File: src/rtl/chip8ie_pkg.sv
// ----------------------------------------------------------------------------
// chip8ie_pkg
// Shared opcode codes and the execute result record of the CHIP-8 executor.
// ----------------------------------------------------------------------------
package chip8ie_pkg;

   localparam int unsigned PC_W    = 12;
   localparam int unsigned INDEX_W = 16;
   localparam int unsigned VREG_W  = 8;
   localparam int unsigned VNUM_W  = 4;
   localparam int unsigned NUM_V   = 16;

   // Instruction classes (top nibble)
   localparam logic [3:0] CLS_SYS  = 4'h0;
   localparam logic [3:0] CLS_JP   = 4'h1;
   localparam logic [3:0] CLS_CALL = 4'h2;
   localparam logic [3:0] CLS_SE   = 4'h3;
   localparam logic [3:0] CLS_SNE  = 4'h4;
   localparam logic [3:0] CLS_SEV  = 4'h5;
   localparam logic [3:0] CLS_LD   = 4'h6;
   localparam logic [3:0] CLS_ADD  = 4'h7;
   localparam logic [3:0] CLS_ALU  = 4'h8;
   localparam logic [3:0] CLS_SNEV = 4'h9;
   localparam logic [3:0] CLS_LDI  = 4'hA;
   localparam logic [3:0] CLS_JPV0 = 4'hB;
   localparam logic [3:0] CLS_RND  = 4'hC;
   localparam logic [3:0] CLS_DRW  = 4'hD;
   localparam logic [3:0] CLS_KEY  = 4'hE;
   localparam logic [3:0] CLS_MISC = 4'hF;

   // 8XYN function codes
   localparam logic [3:0] ALU_MOV  = 4'h0;
   localparam logic [3:0] ALU_OR   = 4'h1;
   localparam logic [3:0] ALU_AND  = 4'h2;
   localparam logic [3:0] ALU_XOR  = 4'h3;
   localparam logic [3:0] ALU_ADD  = 4'h4;
   localparam logic [3:0] ALU_SUB  = 4'h5;
   localparam logic [3:0] ALU_SHR  = 4'h6;
   localparam logic [3:0] ALU_SUBN = 4'h7;
   localparam logic [3:0] ALU_SHL  = 4'hE;

   // FXNN codes
   localparam logic [7:0] FX_GET_DT = 8'h07;
   localparam logic [7:0] FX_SET_DT = 8'h15;
   localparam logic [7:0] FX_SET_ST = 8'h18;
   localparam logic [7:0] FX_ADD_I  = 8'h1E;

   localparam logic [15:0] OP_CLS = 16'h00E0;

   localparam logic [VNUM_W-1:0] V0_NUM = 4'h0;
   localparam logic [VNUM_W-1:0] VF_NUM = 4'hF;

   typedef struct packed {
      logic [PC_W-1:0]    next_pc;
      logic [INDEX_W-1:0] index_value;
      logic               dest_valid;
      logic [VNUM_W-1:0]  dest_reg;
      logic [VREG_W-1:0]  dest_value;
      logic               flag_valid;
      logic               flag_value;
      logic               clear_screen;
      logic [7:0]         delay_value;
      logic [7:0]         sound_value;
      logic               status;
   } exec_result_type;

endpackage

File: src/rtl/chip8ie_exec.sv
// ----------------------------------------------------------------------------
// chip8ie_exec
// Decode and execute of one instruction against the current register values.
// ----------------------------------------------------------------------------
module chip8ie_exec
   import chip8ie_pkg::*;
(
   input  logic [15:0]         instr_word,
   input  logic [7:0]          random_byte,
   input  logic [VREG_W-1:0]   vx,
   input  logic [VREG_W-1:0]   vy,
   input  logic [VREG_W-1:0]   v0,
   input  logic [PC_W-1:0]     pc,
   input  logic [INDEX_W-1:0]  index_cur,
   input  logic [7:0]          delay_cur,
   input  logic [7:0]          sound_cur,
   output exec_result_type     result
);

   logic [3:0]        cls;
   logic [3:0]        x_num;
   logic [3:0]        n_fn;
   logic [7:0]        nn;
   logic [PC_W-1:0]   nnn;
   logic [PC_W-1:0]   pc_plus2;
   logic [PC_W-1:0]   pc_plus4;
   logic [8:0]        sum_xy;
   logic [8:0]        diff_xy;
   logic [8:0]        diff_yx;
   logic              skip;
   logic              jump;
   logic [PC_W-1:0]   jump_target;

   assign cls      = instr_word[15:12];
   assign x_num    = instr_word[11:8];
   assign n_fn     = instr_word[3:0];
   assign nn       = instr_word[7:0];
   assign nnn      = instr_word[11:0];
   assign pc_plus2 = pc + PC_W'(2);
   assign pc_plus4 = pc + PC_W'(4);
   assign sum_xy   = {1'b0, vx} + {1'b0, vy};
   assign diff_xy  = {1'b0, vx} - {1'b0, vy};
   assign diff_yx  = {1'b0, vy} - {1'b0, vx};

   always_comb begin
      skip        = 1'b0;
      jump        = 1'b0;
      jump_target = nnn;
      result              = '0;
      result.index_value  = index_cur;
      result.delay_value  = delay_cur;
      result.sound_value  = sound_cur;

      case (cls)
         CLS_SYS: begin
            if (instr_word == OP_CLS) begin
               result.clear_screen = 1'b1;
            end else begin
               result.status = 1'b1;
            end
         end
         CLS_JP, CLS_CALL: begin
            jump = 1'b1;
         end
         CLS_SE: begin
            skip = (vx == nn);
         end
         CLS_SNE: begin
            skip = (vx != nn);
         end
         CLS_SEV: begin
            if (n_fn == 4'h0) begin
               skip = (vx == vy);
            end else begin
               result.status = 1'b1;
            end
         end
         CLS_LD: begin
            result.dest_valid = 1'b1;
            result.dest_value = nn;
         end
         CLS_ADD: begin
            result.dest_valid = 1'b1;
            result.dest_value = vx + nn;
         end
         CLS_ALU: begin
            result.dest_valid = 1'b1;
            case (n_fn)
               ALU_MOV: result.dest_value = vy;
               ALU_OR:  result.dest_value = vx | vy;
               ALU_AND: result.dest_value = vx & vy;
               ALU_XOR: result.dest_value = vx ^ vy;
               ALU_ADD: begin
                  result.dest_value = sum_xy[7:0];
                  result.flag_valid = 1'b1;
                  result.flag_value = sum_xy[8];
               end
               ALU_SUB: begin
                  result.dest_value = diff_xy[7:0];
                  result.flag_valid = 1'b1;
                  result.flag_value = ~diff_xy[8];
               end
               ALU_SHR: begin
                  result.dest_value = {1'b0, vy[7:1]};
                  result.flag_valid = 1'b1;
                  result.flag_value = vy[0];
               end
               ALU_SUBN: begin
                  result.dest_value = diff_yx[7:0];
                  result.flag_valid = 1'b1;
                  result.flag_value = ~diff_yx[8];
               end
               ALU_SHL: begin
                  result.dest_value = {vy[6:0], 1'b0};
                  result.flag_valid = 1'b1;
                  result.flag_value = vy[7];
               end
               default: begin
                  result.dest_valid = 1'b0;
                  result.status     = 1'b1;
               end
            endcase
         end
         CLS_SNEV: begin
            if (n_fn == 4'h0) begin
               skip = (vx != vy);
            end else begin
               result.status = 1'b1;
            end
         end
         CLS_LDI: begin
            result.index_value = {4'h0, nnn};
         end
         CLS_JPV0: begin
            jump        = 1'b1;
            jump_target = nnn + {4'h0, v0};
         end
         CLS_RND: begin
            result.dest_valid = 1'b1;
            result.dest_value = random_byte & nn;
         end
         CLS_MISC: begin
            case (nn)
               FX_GET_DT: begin
                  result.dest_valid = 1'b1;
                  result.dest_value = delay_cur;
               end
               FX_SET_DT: result.delay_value = vx;
               FX_SET_ST: result.sound_value = vx;
               FX_ADD_I:  result.index_value = index_cur + {8'h00, vx};
               default:   result.status = 1'b1;
            endcase
         end
         default: begin
            // drawing and key instructions are not handled
            result.status = 1'b1;
         end
      endcase

      if (result.dest_valid) begin
         result.dest_reg = x_num;
      end

      if (jump) begin
         result.next_pc = jump_target;
      end else if (skip) begin
         result.next_pc = pc_plus4;
      end else begin
         result.next_pc = pc_plus2;
      end
   end

endmodule

File: src/rtl/chip8_instruction_execute.sv
// ----------------------------------------------------------------------------
// chip8_instruction_execute
// CHIP-8 instruction executor with V register file, I, PC and timers.
// ----------------------------------------------------------------------------
// Usage:
//   req_* carries one fetched instruction word and a random byte per beat.
//   rsp_* carries one result beat per instruction: new PC, I, the V register
//   and VF writes, clear-screen request, timer contents and status.
//   Path: an accepted req beat reads VX and VY from the register file memory
//   into the input register; the instruction then executes and loads the
//   result register, which shows the rsp beat as valid.
//   Throughput: one instruction per cycle while rsp_ready is high. PC, I, timers and V registers are
//   updated when the instruction executes, so the next instruction sees them;
//   a V register written in the same cycle as the next read is forwarded.
//   Reset: PC loads PROGRAM_START, I, timers and all V registers read as zero
//   (V register valid bits clear together; no clearing pass).
//   Stall: when rsp_ready is low the result is held; one more instruction
//   waits in the input register and req_ready drops until the result leaves.
// ----------------------------------------------------------------------------
module chip8_instruction_execute
   import chip8ie_pkg::*;
#(
   parameter int unsigned PROGRAM_START = 512
)
(
   input  logic         clock,
   input  logic         reset,

   input  logic         req_valid,
   output logic         req_ready,
   input  logic [15:0]  req_instr_word,
   input  logic [7:0]   req_random_byte,

   output logic         rsp_valid,
   input  logic         rsp_ready,
   output logic [11:0]  rsp_next_pc,
   output logic [15:0]  rsp_index_value,
   output logic         rsp_dest_valid,
   output logic [3:0]   rsp_dest_reg,
   output logic [7:0]   rsp_dest_value,
   output logic         rsp_flag_valid,
   output logic         rsp_flag_value,
   output logic         rsp_clear_screen,
   output logic [7:0]   rsp_delay_value,
   output logic [7:0]   rsp_sound_value,
   output logic         rsp_status
);

   localparam logic [PC_W-1:0] PC_RESET = PC_W'(PROGRAM_START);

   // input stage
   logic               in_valid_ff, in_valid_in;
   logic [15:0]        instr_ff;
   logic [7:0]         rnd_ff;
   logic [VREG_W-1:0]  rd_x_ff, rd_y_ff;
   logic               vld_x_ff, vld_y_ff;
   logic               fwd_x_ff, fwd_y_ff;
   logic [VREG_W-1:0]  fwd_val_ff;

   // architectural state
   logic [VREG_W-1:0]  vreg_mem [NUM_V];
   logic [NUM_V-1:0]   vld_ff, vld_in;
   logic [VREG_W-1:0]  v0_ff, v0_in;
   logic [VREG_W-1:0]  vf_ff, vf_in;
   logic [PC_W-1:0]    pc_ff, pc_in;
   logic [INDEX_W-1:0] index_ff, index_in;
   logic [7:0]         delay_ff, delay_in;
   logic [7:0]         sound_ff, sound_in;

   // result stage
   logic               rsp_valid_ff, rsp_valid_in;
   exec_result_type    rsp_ff;
   exec_result_type    exec_res;

   logic               req_fire;
   logic               exec_fire;
   logic [VNUM_W-1:0]  req_x, req_y;
   logic [VNUM_W-1:0]  ex_x, ex_y;
   logic [VREG_W-1:0]  ex_vx, ex_vy;
   logic               mem_we;

   assign req_x     = req_instr_word[11:8];
   assign req_y     = req_instr_word[7:4];
   assign ex_x      = instr_ff[11:8];
   assign ex_y      = instr_ff[7:4];

   assign exec_fire = in_valid_ff && (!rsp_valid_ff || rsp_ready);
   assign req_ready = !in_valid_ff || exec_fire;
   assign req_fire  = req_valid && req_ready;

   // V0 and VF read from flops; VF is not stored in memory and takes the flag last
   assign mem_we = exec_fire && exec_res.dest_valid && (exec_res.dest_reg != VF_NUM);

   always_comb begin
      if (ex_x == V0_NUM) begin
         ex_vx = v0_ff;
      end else if (ex_x == VF_NUM) begin
         ex_vx = vf_ff;
      end else if (fwd_x_ff) begin
         ex_vx = fwd_val_ff;
      end else begin
         ex_vx = vld_x_ff ? rd_x_ff : '0;
      end

      if (ex_y == V0_NUM) begin
         ex_vy = v0_ff;
      end else if (ex_y == VF_NUM) begin
         ex_vy = vf_ff;
      end else if (fwd_y_ff) begin
         ex_vy = fwd_val_ff;
      end else begin
         ex_vy = vld_y_ff ? rd_y_ff : '0;
      end
   end

   chip8ie_exec u_exec (
      .instr_word  (instr_ff),
      .random_byte (rnd_ff),
      .vx          (ex_vx),
      .vy          (ex_vy),
      .v0          (v0_ff),
      .pc          (pc_ff),
      .index_cur   (index_ff),
      .delay_cur   (delay_ff),
      .sound_cur   (sound_ff),
      .result      (exec_res)
   );

   always_comb begin
      in_valid_in  = in_valid_ff;
      rsp_valid_in = rsp_valid_ff;
      vld_in       = vld_ff;
      v0_in        = v0_ff;
      vf_in        = vf_ff;
      pc_in        = pc_ff;
      index_in     = index_ff;
      delay_in     = delay_ff;
      sound_in     = sound_ff;

      if (req_fire) begin
         in_valid_in = 1'b1;
      end else if (exec_fire) begin
         in_valid_in = 1'b0;
      end

      if (exec_fire) begin
         rsp_valid_in = 1'b1;
      end else if (rsp_ready) begin
         rsp_valid_in = 1'b0;
      end

      if (exec_fire) begin
         pc_in    = exec_res.next_pc;
         index_in = exec_res.index_value;
         delay_in = exec_res.delay_value;
         sound_in = exec_res.sound_value;
         if (mem_we) begin
            vld_in[exec_res.dest_reg] = 1'b1;
         end
         if (exec_res.dest_valid && exec_res.dest_reg == V0_NUM) begin
            v0_in = exec_res.dest_value;
         end
         if (exec_res.flag_valid) begin
            vf_in = {7'h00, exec_res.flag_value};
         end else if (exec_res.dest_valid && exec_res.dest_reg == VF_NUM) begin
            vf_in = exec_res.dest_value;
         end
      end
   end

   always_ff @(posedge clock) begin
      if (reset) begin
         in_valid_ff  <= 1'b0;
         rsp_valid_ff <= 1'b0;
         vld_ff       <= '0;
         v0_ff        <= '0;
         vf_ff        <= '0;
         pc_ff        <= PC_RESET;
         index_ff     <= '0;
         delay_ff     <= '0;
         sound_ff     <= '0;
      end else begin
         in_valid_ff  <= in_valid_in;
         rsp_valid_ff <= rsp_valid_in;
         vld_ff       <= vld_in;
         v0_ff        <= v0_in;
         vf_ff        <= vf_in;
         pc_ff        <= pc_in;
         index_ff     <= index_in;
         delay_ff     <= delay_in;
         sound_ff     <= sound_in;
      end
   end

   // register file memory: one write, two registered reads
   always_ff @(posedge clock) begin
      if (mem_we) begin
         vreg_mem[exec_res.dest_reg] <= exec_res.dest_value;
      end
      if (req_fire) begin
         rd_x_ff <= vreg_mem[req_x];
         rd_y_ff <= vreg_mem[req_y];
      end
   end

   // input register; catch a write landing on the same edge as the read
   always_ff @(posedge clock) begin
      if (req_fire) begin
         instr_ff   <= req_instr_word;
         rnd_ff     <= req_random_byte;
         vld_x_ff   <= vld_ff[req_x];
         vld_y_ff   <= vld_ff[req_y];
         fwd_x_ff   <= mem_we && (exec_res.dest_reg == req_x);
         fwd_y_ff   <= mem_we && (exec_res.dest_reg == req_y);
         fwd_val_ff <= exec_res.dest_value;
      end
   end

   always_ff @(posedge clock) begin
      if (exec_fire) begin
         rsp_ff <= exec_res;
      end
   end

   assign rsp_valid        = rsp_valid_ff;
   assign rsp_next_pc      = rsp_ff.next_pc;
   assign rsp_index_value  = rsp_ff.index_value;
   assign rsp_dest_valid   = rsp_ff.dest_valid;
   assign rsp_dest_reg     = rsp_ff.dest_reg;
   assign rsp_dest_value   = rsp_ff.dest_value;
   assign rsp_flag_valid   = rsp_ff.flag_valid;
   assign rsp_flag_value   = rsp_ff.flag_value;
   assign rsp_clear_screen = rsp_ff.clear_screen;
   assign rsp_delay_value  = rsp_ff.delay_value;
   assign rsp_sound_value  = rsp_ff.sound_value;
   assign rsp_status       = rsp_ff.status;

endmodule

File: config.mk
export PLATFORM = sky130hd
export DESIGN_NAME = chip8_instruction_execute
export DESIGN_NICKNAME = d
export VERILOG_FILES = /design/src/rtl/chip8ie_pkg.sv /design/src/rtl/chip8ie_exec.sv /design/src/rtl/chip8_instruction_execute.sv
export SDC_FILE = /design/constraint.sdc
export NUM_CORES = 1
export LEC_CHECK = 0
export BUFFER_PORTS_ARGS = -buffer_cell sky130_fd_sc_hd__clkbuf_2
export CORE_MARGIN = 4
export CORE_UTILIZATION = 40
export DETAILED_ROUTE_END_ITERATION = 6
export GPL_ROUTABILITY_DRIVEN = 0
export PLACE_DENSITY_LB_ADDON = 0.2
export SLEW_MARGIN = 20
export SYNTH_ARGS = -nofsm -noshare
export SYNTH_HDL_FRONTEND = slang
export SYNTH_SLANG_ARGS = --single-unit
File: constraint.sdc
create_clock -name clock -period 7.3 [get_ports clock]
set_input_delay 1.095 -clock clock [delete_from_list [all_inputs] [get_ports clock]]
set_output_delay 1.095 -clock clock [all_outputs]
set_load 0.01 [all_outputs]
Yosys cells after proc, flatten, opt, wreduce, memory -nomap -nowiden --
Memory sizes are Yosys's and may differ from the RTL's. A register that Yosys moved wholly into a read port is not among the register bits. Cells that the tools add are included.
Storage, ports and cells: memory bits (writable) 128, bits of input ports 28, memories kept 1, flip-flop bits (word level) 175
Cells by class: reductions and logical operators 30, $add $sub $neg 8, bitwise gates (word level) 7, equality and inequality tests 36, mux-type cells 49, magnitude comparators 4
Memories:
- vreg_mem | words 16, bits a word 8, read ports 2, clocked after Yosys merged registers in 2, write ports 1, RTL line chip8_instruction_execute.sv:61 | logic [VREG_W-1:0] vreg_mem [NUM_V];
Operator list (number):
- $mux 8 | 13
- $pmux 8 s9 | 1
- $eq 4x4->1 const B | 10
- $pmux 8 s5 | 1
- $mux 12 | 3
- $eq 4x3->1 const B | 8
- $mux 16 | 2
- $pmux 16 s2 | 1
- $eq 8x5->1 const B | 3
- $logic_not 4->1 | 5
- $mux 1 | 19
- $reduce_or 9->1 | 2
- $sub 8x8->9 | 2
- $add 16x8->16 | 1
- $and 8x8->8 | 2
- $eq 16x8->1 const B | 1
- $eq 4x2->1 const B | 4
- $eq 8x8->1 | 2
- $ne 8x8->1 | 2
- $or 16x16->16 | 1
- $lt 4x5->1 const B | 3
- $add 12x2->12 const B | 1
- $add 12x3->12 const B | 1
- $add 12x8->12 | 1
- other kinds (26) | 45

Depth between registers and ports, before layout --
depth in word-level cells 10, gate-level depth with buffers 18, mapped depth without buffers 17

Cells and area by module --
Synthesis repeated with hierarchy kept, for this count alone.
Second synthesis, totals: cell total of the unflattened synthesis 1471, area total of the unflattened synthesis 17409.2 µm²
Modules (own cells, without submodules):
- chip8_instruction_execute | area an instance 12964.9 µm², cells an instance 812, seq. area each 8798.4 µm², instances 1
- chip8ie_exec | area an instance 4444.3 µm², cells an instance 659, seq. area each 0.0 µm², instances 1

Least setup slack after synthesis --
Ideal clock, no wire load.
kind register to register, from reg instr_ff[11], to reg fwd_val_ff[6] (data pin), setup slack 2.441 ns, required time 6.982 ns, path buffers 3, arrival time 4.541 ns, cell stages (with the launch flop) 16, clock period less this slack 4.859 ns, cells stage by stage edfxtp_1 -> buf_2 -> nand4_1 -> clkbuf_1 -> clkbuf_1 -> o21ai_0 -> o21ai_0 -> inv_1 -> fa_1 -> nor2b_1 -> o21ai_0 -> a21oi_1 -> o21ai_0 -> nor4b_1 -> or4_1 -> o211ai_1
RTL lines:
- start: declaration | RTL line chip8_instruction_execute.sv:53 | logic [15:0] instr_ff;
- start signal: assignment | RTL line chip8_instruction_execute.sv:209 | instr_ff <= req_instr_word;
- end signal: assignment | RTL line chip8_instruction_execute.sv:215 | fwd_val_ff <= exec_res.dest_value;
- end: declaration | RTL line chip8_instruction_execute.sv:58 | logic [VREG_W-1:0] fwd_val_ff;

==> run summary <==
===============================================================================================
Result of the run                                                                  finished clean
Launching element of the worst setup path                                           instr_ff[7]
Die Outline Area                                                                   0.0468 sq mm
Worst vdd ir                                                                         0.000203 V
Filler Cell Count                                                                         3,942
Post-cts resize count                                                                         0
Count of input and output buffers                                                            90
Area growth from synthesis to layout                                                      14.2%
Prevailing post-synth register cell                                                sky130_fd_sc_hd__edfxtp_1
Flip-flop count of the largest register, all copies and words added                         128
Final core utilization                                                                    46.1%
Number of enable-type register cells in the synthesized netlist                             241
Global-route usage over all layers                                                        20.8%
Area of the core                                                                   0.0430 sq mm
Yosys warns                                                                                   0
Most flops, register                                                                   vreg_mem
Largest family of logic cells by synthesized area                                  multiplexers
Total length of routed wires                                                          49,400 um
Critical register-to-register path startpoint                                       instr_ff[7]
Antenna fix cells                                                                             0
Worst stage delay on the critical path                                                  0.71 ns
CTS buffer count                                                                             37
Aggregate global routing overflow                                                             0
H-tree lvl count                                                                              2
Number of max-slew violations in the final report                                             0
Number of buffer and inverter instances along the worst setup path                            0
Commonest cells after routing, fill and taps aside                                 sky130_fd_sc_hd__edfxtp_1, sky130_fd_sc_hd__nand2_1, sky130_fd_sc_hd__nor2_1
CP endpoint kind                                                                      flip-flop
Share of synthesized registers carrying an async set or reset                                0%
Row Count                                                                                    76
Number of design-rule violations left by the first detailed-router iteration              1,486
Detailed-route wire length per cell                                                     22.9 um
Cell Chain, Critical Path                                                          and4_1 -> a221oi_1 -> o31ai_1 -> ha_1 -> nor4_1 -> and4_1 -> nor4_1 -> mux2i_1 -> and3_2 -> mux2_2 -> or4_1 -> nand3_1
Horizontal extent of the die                                                             216 um
Worst max-slew margin expressed relative to the limit                                     32.1%
Vias                                                                                     12,600
Synthesized instance count                                                                1,457
Number of setup violations in the final report                                                0
CTS Hold Bufs                                                                                 0
Final Hold Viols                                                                              0
Clock input transition at the sequential cells of the worst setup and hold paths        0.06 ns
Share of the synthesized area in compound gates (AO/OA/AOI/OAI)                           12.6%
Crit path max-delay family                                                         simple AND/OR/NAND/NOR gates
Arr. time, crit path                                                                    5.68 ns
Number of synthesized register bits                                                         319
CP max-delay cell                                                                  sky130_fd_sc_hd__o31ai_1
Detailed-placement wirelength estimate                                                33,100 um
Clock tree from TritonCTS                                                                 built
Number of buffers between clock root and the deepest sink                                     3
Post-Route Hold Slack                                                                  0.458 ns
Max Clock Freq                                                                          190 MHz
Storage element area                                                               0.00880 sq mm
Post-synthesis cell area                                                           0.0173 sq mm
Pleak                                                                                   7.07 nW
Fraction of final layout cells sized beyond drive strength 1                              21.2%
Synthesized-area fraction occupied by and/or/nand/nor cells                               12.3%
Top Ports                                                                                    91
Buffer type at the clock tree root                                                 sky130_fd_sc_hd__clkbuf_16
Drc violations                                                                                0
CP max FO                                                                                    12
Sort of element at the start of the critical path                                     flip-flop
Required time at the worst-slack endpoint                                               7.71 ns
Initial Util                                                                              40.4%
Max Cap Violations                                                                            0
Adder and majority cell fraction of the synthesized area                                  4.80%
Global-route wire length before repair                                                75,200 um
Pin count of the biggest net entering global routing                                        102
Final-stage net count                                                                     1,636
Path type of the worst setup path                                                  flip-flop to flip-flop
Commonest non-fill, non-tap cell in the layout                                     sky130_fd_sc_hd__edfxtp_1
Syn avg cell area                                                                    11.9 sq um
Final TNS setup                                                                            0 ns
Final Skew                                                                            0.0229 ns
Via count of the first global-routing pass                                               12,400
Power density cells                                                                 228 mW/mm^2
Final period demand of the worst path                                                   5.27 ns
TritonCTS Sinks                                                                             319
Synthesized-area fraction occupied by xor and xnor cells                                  1.62%
Total Power                                                                             4.51 mW
Worst hold-check path type                                                         flip-flop to flip-flop
RSZ-0062 raised after global routing                                                      false
Multiplexer area fraction after synthesis                                                 14.4%
Postcts setup bufs                                                                            0
Sequential-to-total area share from yosys stat                                            50.7%
Clock latency at the later pin of the worst-skew pair                                   0.57 ns
Footprint of the multi-input gates                                                 0.00802 sq mm
Launch instance of the worst min-delay path                                         sound_ff[0]
Unique masters post-synth                                                                    90
Residual antenna-violating net count after detailed routing                                   0
Antenna violations before repair                                                              0
Worst slew pin tran                                                                     1.01 ns
Drt via density                                                                            5.83
Die Y                                                                                    216 um
Tcrit/Tclk final                                                                          72.2%
Drt pass-1 iters                                                                              6
===============================================================================================
-- cell usage after synthesis, types with 14 or more instances --
| master | instances | area [sq um] |
|---|---|---|
| sky130_fd_sc_hd__and3_1 | 14 | 87.6 |
| sky130_fd_sc_hd__clkbuf_1 | 56 | 210 |
| sky130_fd_sc_hd__a31oi_1 | 16 | 100 |
| sky130_fd_sc_hd__mux2i_1 | 16 | 160 |
| sky130_fd_sc_hd__mux4_2 | 93 | 2090 |
| sky130_fd_sc_hd__o21ai_0 | 68 | 340 |
| sky130_fd_sc_hd__dfxtp_1 | 78 | 1560 |
| sky130_fd_sc_hd__nand2_1 | 135 | 507 |
| sky130_fd_sc_hd__nor3_1 | 34 | 170 |
| sky130_fd_sc_hd__nand3_1 | 25 | 125 |
| sky130_fd_sc_hd__xnor2_1 | 19 | 166 |
| sky130_fd_sc_hd__buf_1 | 16 | 60.1 |
| sky130_fd_sc_hd__a22oi_1 | 20 | 150 |
| sky130_fd_sc_hd__inv_1 | 66 | 248 |
| sky130_fd_sc_hd__edfxtp_1 | 241 | 7240 |
| sky130_fd_sc_hd__nand2b_1 | 14 | 87.6 |
| sky130_fd_sc_hd__mux2_2 | 20 | 225 |
| sky130_fd_sc_hd__a211oi_1 | 23 | 173 |
| sky130_fd_sc_hd__a21oi_1 | 72 | 360 |
| sky130_fd_sc_hd__nor2_1 | 114 | 428 |
| sky130_fd_sc_hd__ha_1 | 57 | 713 |
| sky130_fd_sc_hd__nor2b_1 | 21 | 131 |
-- power breakdown --
group          internal, mW  switching, mW
logic                 0.210          0.343
registers              2.01         0.0407
clock network          1.13          0.778
-- cell families (layout without fill, tap and decap cells) --
family / after synthesis / count (layout)
buffers and inverters: 156 / 266
other: 1 / 8
and+or+nand+nor: 437 / 437
adders and majority gates: 63 / 63
xor gates and xnor gates: 32 / 32
DFF: 319 / 319
AOI/OAI and AO/OA: 319 / 319
muxes: 130 / 130
-- through the flow --
stage	area [sq um]	setup WS, ns	std cells
floorplan	17400	2.44	1464
global placement	18600	2.31	2091
detailed placement	18600	2.15	2091
CTS	19800	2.12	2159
global route	19800	1.76	2159
finish	19800	2.03	2159
-- cell type report --
class                      count  area share, %
multi-input combinational    989           40.5
tap                          585           3.69
sequential                   319           44.4
timing repair buffer         130           3.81
clock buffer                  46           5.05
clock inverter                22           1.24
inverter                      68           1.30
-- final timing paths --
check | end | slack [ns] | depth (start not counted)
min reg2reg | sound_ff[0] | 0.46 | 2
max reg2reg | rsp_next_pc[7] | 2.03 | 12
max | rsp_next_pc[7] | 2.03 | 12
min | sound_ff[0] | 0.46 | 2
-- metal layers --
metal / GRT usage (%) / vias to the layer above / part of all wire, %
li1: - / 5768 / -
met1: 28.5 / 6303 / 44
met2: 34.3 / 429 / 48
met3: 3.32 / 83 / 5.5
met4: 6.64 / 0 / 2.8
met5: 0 / - / 0
-- tightest hold or removal path, stage by stage, from the launching register on --
cell	delay, ns
sky130_fd_sc_hd__dfxtp_1	0.31
sky130_fd_sc_hd__nand2_1	0.05
sky130_fd_sc_hd__a21oi_1	0.05
Power figures use the tool's default switching activity.
